==> src/tapm_pkg.sv <==
package tapm_pkg;

  localparam int unsigned THROTTLE_RESET = 1100;
  localparam int unsigned THROTTLE_MAX   = 4095;
  localparam logic [7:0]  CMD_UP         = 8'd49;
  localparam logic [7:0]  CMD_DOWN       = 8'd48;
  localparam logic [16:0] KEEP_Q16       = 17'd52429;
  localparam logic [19:0] TAKE_Q16       = 20'd939524;

  typedef enum logic [2:0] {
    REG_TILT_P = 3'd0,
    REG_TILT_I = 3'd1,
    REG_TILT_D = 3'd2,
    REG_TILT_L = 3'd3,
    REG_YAW_P  = 3'd4,
    REG_YAW_I  = 3'd5,
    REG_YAW_D  = 3'd6,
    REG_YAW_L  = 3'd7
  } reg_index_t;

  typedef struct packed {
    logic [15:0] p_gain;
    logic [15:0] i_gain;
    logic [15:0] d_gain;
    logic [9:0]  limit;
  } gains_t;

  // One strobe per pipeline step of the axis lanes.
  typedef struct packed {
    logic s0;
    logic s1;
    logic s2;
    logic s3;
    logic s4;
  } step_t;

endpackage

==> src/tapm_mix.sv <==
module tapm_mix
  import tapm_pkg::*;
#(
  parameter int DRIVE_WIDTH = 12
) (
  input  logic                   clk,
  input  logic                   load,
  input  logic [11:0]            throttle,
  input  logic signed [11:0]     roll,
  input  logic signed [11:0]     pitch,
  input  logic signed [11:0]     yaw,
  output logic [DRIVE_WIDTH-1:0] front_left_drive,
  output logic [DRIVE_WIDTH-1:0] front_right_drive,
  output logic [DRIVE_WIDTH-1:0] rear_left_drive,
  output logic [DRIVE_WIDTH-1:0] rear_right_drive,
  output logic [11:0]            throttle_level
);

  localparam logic signed [17:0] TOP = 18'sd1 <<< DRIVE_WIDTH;

  function automatic logic [DRIVE_WIDTH-1:0] sat(input logic signed [17:0] v);
    logic [DRIVE_WIDTH-1:0] r;
    if (v < 0) begin
      r = '0;
    end else if (v > TOP - 18'sd1) begin
      r = '1;
    end else begin
      r = v[DRIVE_WIDTH-1:0];
    end
    return r;
  endfunction

  logic signed [17:0] t, r, p, y;

  always_comb begin
    t = $signed({6'd0, throttle});
    r = 18'(roll);
    p = 18'(pitch);
    y = 18'(yaw);
  end

  always_ff @(posedge clk) begin
    if (load) begin
      front_left_drive  <= sat(t - p - r + y);
      front_right_drive <= sat(t - p + r - y);
      rear_left_drive   <= sat(t + p - r - y);
      rear_right_drive  <= sat(t + p + r + y);
      throttle_level    <= throttle;
    end
  end

endmodule

==> config.mk <==
export PLATFORM = sky130hd
export DESIGN_NAME = tapm_mix
export DESIGN_NICKNAME = d
export VERILOG_FILES = /design/src/tapm_pkg.sv /design/src/tapm_mix.sv
export SDC_FILE = /design/constraint.sdc
export NUM_CORES = 1
export LEC_CHECK = 0
export BUFFER_PORTS_ARGS = -buffer_cell sky130_fd_sc_hd__buf_2
export CAP_MARGIN = 20
export CORE_MARGIN = 8
export CORE_UTILIZATION = 55
export DETAILED_ROUTE_END_ITERATION = 16
export PLACE_DENSITY_LB_ADDON = 0.05
export SLEW_MARGIN = 30
export SYNTH_ARGS = -nofsm -noshare
export SYNTH_HDL_FRONTEND = slang
export SYNTH_SLANG_ARGS = --single-unit
==> constraint.sdc <==
create_clock -name clk -period 9.65 [get_ports clk]
set_clock_uncertainty 0.15 [all_clocks]
set_input_delay 2.895 -clock clk [delete_from_list [all_inputs] [get_ports clk]]
set_output_delay 2.895 -clock clk [all_outputs]
set_load 0.005 [all_outputs]
==> results.ini, run 1 <==
[floorplan]
num_io_pins = 110
core_area_mm2 = 0.0132
die_area_mm2 = 0.0174
die_x_um = 132
initial_utilization = 0.559
rows = 42
die_h_um = 132

[worst_setup_path]
cp_max_fo = 12
endpoint_kind = flip-flop
crit_slowest_cell = a31oi_2
critical_path.cell_chain = buf_2 -> ha_1 -> fa_1 -> nor2b_1 -> o21bai_1 -> a21oi_1 -> o21ai_0 -> a21oi_1 -> o21ai_0 -> nand2b_1 -> xnor2_1 -> fa_1 -> inv_1 -> ha_1 -> and4_1 -> nand3_1 -> o2111a_1 -> maj3_2 -> or3_1 -> a31oi_2 -> a21oi_1
worstPathRequired_ns = 9.55
cp_common_cell = a21oi_1
path_class = in -> reg
cpLargestDelayFamily = compound AO/OA/AOI/OAI gates
critPathBufInv = 2
worstPathArrival_ns = 7.86
start_kind = primary input
crit_path_max_incr_delay_ns = 0.56

[synthesis]
netlist_area_mm2 = 0.00737
syn_area_per_cell_um2 = 9.45
synth_compound_area_frac = 0.197
yosysTopAreaCellShare = 0.244
syn-num-nets = 974
synth_area_leaders = edfxtp_1, fa_1, ha_1, inv_1, a21oi_1
synth_xor_area_frac = 0.0818
synth_edf_count = 60
synthCells = 780
muxShareOfSynthArea = 0.00272
synthAdderAreaFrac = 0.310
synth_warnings = 0
synthSimpleGateAreaFrac = 0.0796
synth_top_family_by_area = adder cells
yosysSeqAreaShare = 0.244
synth_common_cells = inv_1, ha_1, a21oi_1
synth_seq_cells = 60
yosysTopAreaCell = edfxtp_1
ys_types = 63
yosysMostFrequentCell = inv_1
async_reset_ff_frac = 0
yosys_most_used_dff = edfxtp_1

[final_layout]
nets = 1083
drive_gt1_frac = 0.161
antenna_cells = 0
area_delta_synth_final_pct = 13.6
fill_cells = 1136
fin_cells = 1070

[power_and_ir_drop]
p_total_mw = 2.03
switchingPower_mw = 0.873
power_frac_seq = 0.219
switching_share = 0.430
ir_worst_vdd_v = 0.000157
pwr_density_cell_mw_per_mm2 = 242
p_clk_frac = 0.156
leakage_nw = 3.93
p_int_mw = 1.16
combPwrFrac = 0.626

[timing]
finalSetupTns_ns = 0
hold_viol = 0
setup_viol = 0
worst_slew_pin_slew_ns = 0.870
finalWorstSetupSlack_ns = 1.69
slew_headroom = 0.413
fmax_mhz = 126
min_period_ns = 7.96
maxSlewViolCount = 0
post-route-period-util = 0.825
rsz0062_at_grt = false

[clocking]
htreeDepth = 3
cts_tree = yes
holdBufCountCts = 0
clk_pin_slew_ns = 0.06
clockBufferDepth = 2
clock_tree.root_cell = clkbuf_16
cts.sinks = 60
postCtsSetupBuffers = 0
cts-resized-gates = 0
cts_buffers = 9

[placement]
port_buffers = 109
place_inst = 1054
gp_congestion = 0.912
dp_slack_ns = 1.44
hpwlAfterDp_mm = 15.3

[grt]
grt_pass1_vias = 6029
grt_usage = 0.211
grt.overflow.total = 0
grt_pass1_wl_mm = 29.5
grt_max_degree = 47
grt_antenna_before_repair = 0

[detailed_routing]
drt_iter0_drc = 345
dr.pass1.iters = 5
drc = 0
wl_per_cell_um = 17.0
avgViaCountPerCell = 5.47
num_vias = 5857
totalWireLength_mm = 18.2
antenna_left = 0

[hold_path]
hold_class = in -> reg

[run]
max-cap-violations = 0

[status]
status = finished, final reports clean

==> metal layers <==
layer / up-vias / global-route usage / wire length, µm
met5: - / 0 / 0
met3: 20 / 0.0434 / 821
met1: 2838 / 0.255 / 7910
met2: 133 / 0.369 / 9160
li1: 2866 / - / -
met4: 0 / 0.0657 / 327
==> flip-flops by register name, summed over array words and instances, names as in the netlist <==
signal / count
throttle_level: 12
rear_right_drive: 12
front_right_drive: 12
front_left_drive: 12
rear_left_drive: 12
==> kinds of logic after synthesis <==
family	count (synthesis)
buffers and inverters	160
AND/OR/NAND/NOR	121
multiplexers	2
XOR/XNOR	68
flip-flops	60
AO/OA/AOI/OAI	221
adder cells (fa/ha/maj)	148
==> final cells by class <==
class	count	area, µm²	area share
Timing Repair Buffer	112	568	0.0678
Multi-Input combinational cell	560	4950	0.591
Sequential cell	60	1800	0.215
Clock inverter	6	55.1	0.00657
Inverter	146	548	0.0654
Clock buffer	10	229	0.0273
Tap cell	176	220	0.0263
==> power groups by stage <==
stage | Sequential (mW) | Clock, mW | Combinational [mW]
floorplan | 0.465 | 0 | 0.896
global route | 0.453 | 0.331 | 1.41
finish | 0.444 | 0.316 | 1.27
detailed placement | 0.450 | 0 | 1.26
global placement | 0.447 | 0 | 1.23
CTS | 0.445 | 0.322 | 1.27
==> metrics by stage <==
stage	hold WS, ns	instance area [µm²]	utilization
global route	2.61	8380	0.635
global placement	2.96	8090	0.613
floorplan	2.84	7370	-
finish	2.61	8380	0.635
CTS	2.60	8370	0.635
detailed placement	2.96	8090	0.613
==> worst paths after layout <==
path,from,slack (ns),cells past startpoint,endpoint
max,throttle[0],1.69,21,rear_left_drive[8]$_SDFFCE_PP0P_
min,throttle[0],2.61,1,throttle_level[0]$_DFFE_PP_
==> placed cells by master, fill, tap and decap left out, types with 9 or more instances in the layout <==
cell | Yosys | final
a211oi_1 | 9 | 9
a21o_1 | 10 | 10
a21oi_1 | 75 | 74
buf_2 | 4 | 109
clkbuf_16 | 0 | 9
edfxtp_1 | 60 | 60
fa_1 | 59 | 59
ha_1 | 85 | 85
inv_1 | 146 | 146
nand2_1 | 26 | 26
nand2b_1 | 13 | 13
nand3_1 | 9 | 9
nor2_1 | 34 | 34
nor3_1 | 14 | 14
o211ai_1 | 9 | 9
o21a_1 | 29 | 29
o21ai_0 | 31 | 31
o21bai_1 | 14 | 14
xnor2_1 | 38 | 38
xor2_1 | 29 | 29
No activity file was read; power rests on OpenSTA's default activity.
==> run 2, diff against run 1 <==
--- a/config.mk
+++ b/config.mk
@@ -5,6 +5,7 @@
 export SDC_FILE = /design/constraint.sdc
 export NUM_CORES = 1
 export LEC_CHECK = 0
+export ABC_AREA = 1
 export BUFFER_PORTS_ARGS = -buffer_cell sky130_fd_sc_hd__buf_2
 export CAP_MARGIN = 20
 export CORE_MARGIN = 8
==> constraint.sdc (replaced) <==
create_clock -name clk -period 7.6 [get_ports clk]
set_clock_uncertainty 0.15 [all_clocks]
set_input_delay 2.28 -clock clk [delete_from_list [all_inputs] [get_ports clk]]
set_output_delay 2.28 -clock clk [all_outputs]
set_load 0.005 [all_outputs]
==> results.ini, run 2 <==
[detailed_routing]
drc = 0  ; unchanged
drt_iter0_drc = 429  ; was 345
dr.pass1.iters = 5  ; unchanged
totalWireLength_mm = 20.6  ; was 18.2 mm
antenna_left = 0  ; unchanged
wl_per_cell_um = 14.6  ; was 17.0 µm
num_vias = 6994  ; was 5857
avgViaCountPerCell = 4.96  ; was 5.47

[timing]
rsz0062_at_grt = false  ; unchanged
finalWorstSetupSlack_ns = 1.14  ; was 1.69 ns
fmax_mhz = 155
hold_viol = 0  ; unchanged
worst_slew_pin_slew_ns = 0.770  ; was 0.870 ns
post-route-period-util = 0.851
setup_viol = 0  ; unchanged
maxSlewViolCount = 0  ; unchanged
slew_headroom = 0.487  ; was 0.413
finalSetupTns_ns = 0  ; unchanged
min_period_ns = 6.46

[clocking]
cts_tree = yes  ; unchanged
clk_pin_slew_ns = 0.06  ; about the same
htreeDepth = 3  ; unchanged
cts_buffers = 9  ; unchanged
cts.sinks = 60  ; unchanged
clockBufferDepth = 2  ; unchanged
holdBufCountCts = 0  ; unchanged
clock_tree.root_cell = clkbuf_16  ; unchanged
postCtsSetupBuffers = 0  ; unchanged
cts-resized-gates = 0  ; unchanged

[synthesis]
synth_common_cells = nand2_1, inv_1, nor2_1  ; was inv_1, ha_1, a21oi_1
netlist_area_mm2 = 0.00830  ; was 0.00737 mm²
async_reset_ff_frac = 0  ; unchanged
syn-num-nets = 1307  ; was 974
syn_area_per_cell_um2 = 7.46  ; was 9.45 µm²
synth_seq_cells = 60  ; unchanged
synth_warnings = 0  ; unchanged
synth_edf_count = 60  ; unchanged
synth_area_leaders = edfxtp_1, fa_1, ha_1, nand2_1, inv_1  ; was edfxtp_1, fa_1, ha_1, inv_1, a21oi_1
synthCells = 1113  ; was 780
yosysTopAreaCellShare = 0.217  ; was 0.244
yosysTopAreaCell = edfxtp_1  ; unchanged
ys_types = 32  ; was 63
yosysMostFrequentCell = nand2_1  ; was inv_1
yosysSeqAreaShare = 0.217  ; was 0.244
yosys_most_used_dff = edfxtp_1  ; unchanged

[status]
status = finished, final reports clean  ; unchanged

[hold_path]
worstHoldStart = throttle[6]  ; was throttle[0]
hold_class = in -> reg  ; unchanged

[placement]
gp_congestion = 0.933  ; was 0.912
hpwlAfterDp_mm = 17.5  ; was 15.3 mm
dp_slack_ns = 0.848  ; was 1.44 ns
placed_cell_area_mm2 = 0.00895  ; was 0.00809 mm²
port_buffers = 109  ; unchanged

[final_layout]
nets = 1411  ; was 1083
antenna_cells = 0  ; unchanged
area_delta_synth_final_pct = 11.7  ; was 13.6%
layout_common_cells = nand2_1, inv_1, buf_2  ; was inv_1, buf_2, ha_1
final_common_cell = nand2_1  ; was inv_1
drive_gt1_frac = 0.142  ; was 0.161
post-route-cell-area_mm2 = 0.00927  ; was 0.00838 mm²
fill_cells = 1383  ; was 1136

[floorplan]
die_h_um = 139  ; was 132 µm
die_area_mm2 = 0.0193  ; was 0.0174 mm²
initial_utilization = 0.554  ; was 0.559
die_x_um = 139  ; was 132 µm
num_io_pins = 110  ; unchanged
rows = 45  ; was 42
core_area_mm2 = 0.0150  ; was 0.0132 mm²

[power_and_ir_drop]
pwr_density_cell_mw_per_mm2 = 319  ; was 242 mW/mm²
p_total_mw = 2.96  ; was 2.03 mW
leakage_nw = 5.09  ; was 3.93 nW
ir_worst_vdd_v = 0.000157  ; unchanged

[worst_setup_path]
crit_path_max_incr_delay_ns = 0.54  ; was 0.56 ns
critical_path.cell_chain = buf_2 -> inv_1 -> ha_1 -> inv_1 -> a21oi_1 -> o21ai_0 -> a31oi_1 -> nor2_1 -> nor2_1 -> xor2_1 -> fa_1 -> inv_1 -> ha_1 -> a21oi_1 -> nand2_1 -> nor2_1 -> nand2_1 -> nand3_1 -> nand2_1 -> nor2_2 -> nand3_1 -> nand2_1 -> inv_1  ; was buf_2 -> ha_1 -> fa_1 -> nor2b_1 -> o21bai_1 -> a21oi_1 -> o21ai_0 -> a21oi_1 -> o21ai_0 -> nand2b_1 -> xnor2_1 -> fa_1 -> inv_1 -> ha_1 -> and4_1 -> nand3_1 -> o2111a_1 -> maj3_2 -> or3_1 -> a31oi_2 -> a21oi_1
start_kind = primary input  ; unchanged
crit_slowest_cell = fa_1  ; was a31oi_2
path_class = in -> reg  ; unchanged
worstPathRequired_ns = 7.55  ; was 9.55 ns
worstPathArrival_ns = 6.42  ; was 7.86 ns
endpoint_kind = flip-flop  ; unchanged
startpoint = pitch[1]  ; was throttle[0]
cp_max_fo = 12  ; unchanged

[run]
max-cap-violations = 0  ; unchanged

[grt]
grt_max_degree = 61  ; was 47
grt_antenna_before_repair = 0  ; unchanged
grt_usage = 0.220  ; was 0.211
grt_pass1_vias = 6865  ; was 6029
grt.overflow.total = 0  ; unchanged
grt_pass1_wl_mm = 34.1  ; was 29.5 mm

run 2: cell type report:
type                    instances  area [µm²]  share of cell area
flip-flops and latches         60        1800               0.194
multi-input cells             790        5440               0.587
clock inverters                 6        88.8             0.00958
well taps                     188         235              0.0254
repair buffers                110         553              0.0596
clock buffers                  10         229              0.0247
inverters                     246         923              0.0996
run 2: worst paths after layout:
path	end	cells after the start	slack, ns
min	throttle_level[6]$_DFFE_PP_	1	1.99
max	rear_left_drive[2]$_SDFFCE_PP0P_	23	1.14
run 2: metrics by stage:
| step | cells | util | hold slack [ns] |
|---|---|---|---|
| 2_1_floorplan | 1113 | - | 2.23 |
| 3_3_place_gp | 1394 | 0.598 | 2.34 |
| 3_5_place_dp | 1394 | 0.598 | 2.34 |
| 4_1_cts | 1410 | 0.619 | 1.98 |
| 5_1_grt | 1410 | 0.619 | 1.99 |
| 6_report | 1410 | 0.619 | 1.99 |
run 2: kinds of logic after synthesis:
group           Yosys count  synth area share
xor+xnor                 61            0.0653
fa+ha+maj               144             0.270
compound gates           91            0.0627
buf+inv                 263             0.128
simple gates            494             0.257
flops                    60             0.217
run 2: worst max-delay path: cells and delay by family:
kind	cells	cell delay, ns
xor gates and xnor gates	1	0.30
buffers and inverters	5	0.45
and+or+nand+nor	10	1.24
adders and majority gates	3	1.13
AOI/OAI and AO/OA	4	1.00
run 2: per-layer routing:
layer	global-route usage	wire length [µm]
met4	0.0560	287
met5	0	0
met1	0.276	9360
met3	0.0458	1080
met2	0.378	9880
run 2: power breakdown:
group	switching [mW]	internal [mW]	total, mW
combinational	1.22	0.706	1.93
sequential	0.0264	0.558	0.584
clock	0.156	0.287	0.443
==> run 3, diff against run 2 <==
--- a/config.mk
+++ b/config.mk
@@ -8,8 +8,10 @@
 export ABC_AREA = 1
 export BUFFER_PORTS_ARGS = -buffer_cell sky130_fd_sc_hd__buf_2
 export CAP_MARGIN = 20
+export CELL_PAD_IN_SITES_DETAIL_PLACEMENT = 1
+export CELL_PAD_IN_SITES_GLOBAL_PLACEMENT = 1
 export CORE_MARGIN = 8
-export CORE_UTILIZATION = 55
+export CORE_UTILIZATION = 47
 export DETAILED_ROUTE_END_ITERATION = 16
 export PLACE_DENSITY_LB_ADDON = 0.05
 export SLEW_MARGIN = 30
==> constraint.sdc (replaced) <==
create_clock -name clk -period 7.45 [get_ports clk]
set_clock_uncertainty 0.15 [all_clocks]
set_input_delay 2.235 -clock clk [delete_from_list [all_inputs] [get_ports clk]]
set_output_delay 2.235 -clock clk [all_outputs]
set_load 0.005 [all_outputs]
==> results.ini, run 3 (synthesis results as in run 2) <==
[clocking]
postCtsSetupBuffers = 0  ; unchanged
cts.sinks = 60  ; unchanged
clock_tree.root_cell = clkbuf_16  ; unchanged
cts_tree = yes  ; unchanged
clk_pin_slew_ns = 0.06  ; about the same
htreeDepth = 3  ; unchanged
cts-resized-gates = 0  ; unchanged
cts_buffers = 9  ; unchanged
holdBufCountCts = 0  ; unchanged
clockBufferDepth = 2  ; unchanged

[grt]
grt_usage = 0.228  ; was 0.220
grt_pass1_wl_mm = 40.0  ; was 34.1 mm
grt_pass1_vias = 7753  ; was 6865
grt_max_degree = 61  ; unchanged
grt_antenna_before_repair = 0  ; unchanged
use_met2 = 0.402  ; was 0.378
grt_util_met3 = 0.0334  ; was 0.0458
grt_use_met1 = 0.286  ; was 0.276
grt.busiest_layer = met2  ; unchanged
grt.overflow.total = 0  ; unchanged

[status]
status = finished, final reports clean  ; unchanged

[worst_setup_path]
path_class = in -> reg  ; unchanged
cp_max_fo = 12  ; unchanged
endpoint_kind = flip-flop  ; unchanged
worstPathArrival_ns = 6.43  ; was 6.42 ns
worstPathRequired_ns = 7.39  ; was 7.55 ns
start_kind = primary input  ; unchanged

[detailed_routing]
dr.pass1.iters = 5  ; unchanged
drt_iter0_drc = 329  ; was 429
antenna_left = 0  ; unchanged
totalWireLength_mm = 24.3  ; was 20.6 mm
avgViaCountPerCell = 4.99  ; was 4.96
num_vias = 7225  ; was 6994
wl_per_cell_um = 16.8  ; was 14.6 µm
drc = 0  ; unchanged

[timing]
min_period_ns = 6.50
finalWorstSetupSlack_ns = 0.953  ; was 1.14 ns
setup_viol = 0  ; unchanged
rsz0062_at_grt = false  ; unchanged
post-route-period-util = 0.872
finalSetupTns_ns = 0  ; unchanged
fmax_mhz = 154
holdWs_ns = 1.95  ; was 1.99 ns
hold_viol = 0  ; unchanged
maxSlewViolCount = 0  ; unchanged
worst_slew_pin_slew_ns = 0.820  ; was 0.770 ns
slew_headroom = 0.453  ; was 0.487

[power_and_ir_drop]
ir_worst_vdd_v = 0.000201  ; was 0.000157 V
switching_share = 0.496  ; was 0.475
p_total_mw = 3.01  ; was 2.96 mW
switchingPower_mw = 1.49  ; was 1.40 mW
combPwrFrac = 0.674  ; was 0.652
pwr_density_cell_mw_per_mm2 = 325  ; was 319 mW/mm²
power_frac_seq = 0.200  ; was 0.198
leakage_nw = 5.06  ; was 5.09 nW
p_clk_frac = 0.126  ; was 0.150
p_int_mw = 1.52  ; was 1.55 mW

[floorplan]
die_h_um = 149  ; was 139 µm
num_io_pins = 110  ; unchanged
rows = 48  ; was 45
initial_utilization = 0.480  ; was 0.554
die_area_mm2 = 0.0222  ; was 0.0193 mm²
die_x_um = 149  ; was 139 µm
core_area_mm2 = 0.0173  ; was 0.0150 mm²

[hold_path]
hold_class = in -> reg  ; unchanged
min_to = throttle_level[6]$_DFFE_PP_  ; unchanged
worstHoldStart = throttle[6]  ; unchanged
whs_path_depth = 1  ; unchanged

[final_layout]
drive_gt1_frac = 0.141  ; was 0.142
finish.utilization = 0.536  ; was 0.619
nets = 1412  ; was 1411
layout_common_cells = nand2_1, inv_1, buf_2  ; unchanged
antenna_cells = 0  ; unchanged
area_delta_synth_final_pct = 11.6  ; was 11.7%
final_common_cell = nand2_1  ; unchanged

[placement]
hpwlAfterDp_mm = 20.9  ; was 17.5 mm
dp_slack_ns = 0.615  ; was 0.848 ns
gp_congestion = 0.878  ; was 0.933
port_buffers = 109  ; unchanged

[run]
max-cap-violations = 0  ; unchanged

-- run 3: cell count changes in the layout (fill, tap and decap cells not counted) --
cell / delta
bufinv_16: -2
buf_4: +1
clkbuf_1: +1
clkinv_1: +1
clkinv_2: +1
clkinv_4: -1
-- run 3: layer usage --
layer / part of all wire / wire [µm]
met3: 0.034 / 831
met1: 0.45 / 11000
met5: 0 / 0
met4: 0.016 / 379
met2: 0.50 / 12200
-- run 3: how the worst max path moves through the flow --
stage / from / to / depth (start not counted) / slack, ns
floorplan: throttle[0] / front_left_drive[1]$_SDFFCE_PP0P_ / 20 / 1.64
global placement: throttle[0] / front_left_drive[2]$_SDFFCE_PP0P_ / 20 / 0.67
detailed placement: throttle[0] / front_left_drive[6]$_SDFFCE_PP0P_ / 20 / 0.61
CTS: throttle[0] / front_left_drive[0]$_SDFFCE_PP0P_ / 20 / 0.95
global route: throttle[0] / front_left_drive[10]$_SDFFCE_PP0P_ / 20 / 0.63
finish: throttle[0] / front_left_drive[6]$_SDFFCE_PP0P_ / 20 / 0.95
-- run 3: cell type report --
class | count | area [µm²]
Inverter | 246 | 923
Multi-Input combinational cell | 790 | 5440
Sequential cell | 60 | 1800
Clock buffer | 11 | 233
Clock inverter | 5 | 28.8
Fill cell | 2266 | 8030
Timing Repair Buffer | 111 | 561
Tap cell | 225 | 282
-- run 3: stage by stage --
step                std cells  area, µm²
global placement         1432       9010
global route             1448       9270
finish                   1448       9270
detailed placement       1432       9010
floorplan                1113       8300
CTS                      1448       9270
-- run 3: power groups by stage --
stage | combinational, mW | clock [mW] | sequential [mW]
finish | 2.03 | 0.380 | 0.603
global route | 2.30 | 0.394 | 0.617
CTS | 2.05 | 0.386 | 0.605
detailed placement | 2.02 | 0 | 0.608
global placement | 1.97 | 0 | 0.605
floorplan | 1.47 | 0 | 0.628
-- run 3: worst max-delay path, stage by stage --
cell and delay (ns):
buf_2 0.10, inv_1 0.04, ha_1 0.22, fa_1 0.43
o21ai_1 0.35, a21oi_1 0.16, o21ai_1 0.27, a21oi_1 0.12
xor2_1 0.37, fa_1 0.48, inv_1 0.10, ha_1 0.31
a21oi_1 0.28, nor2_1 0.08, nor2_1 0.13, nand4_1 0.11
nand2_1 0.09, nand3_2 0.28, nor2_2 0.20, nor2_1 0.06
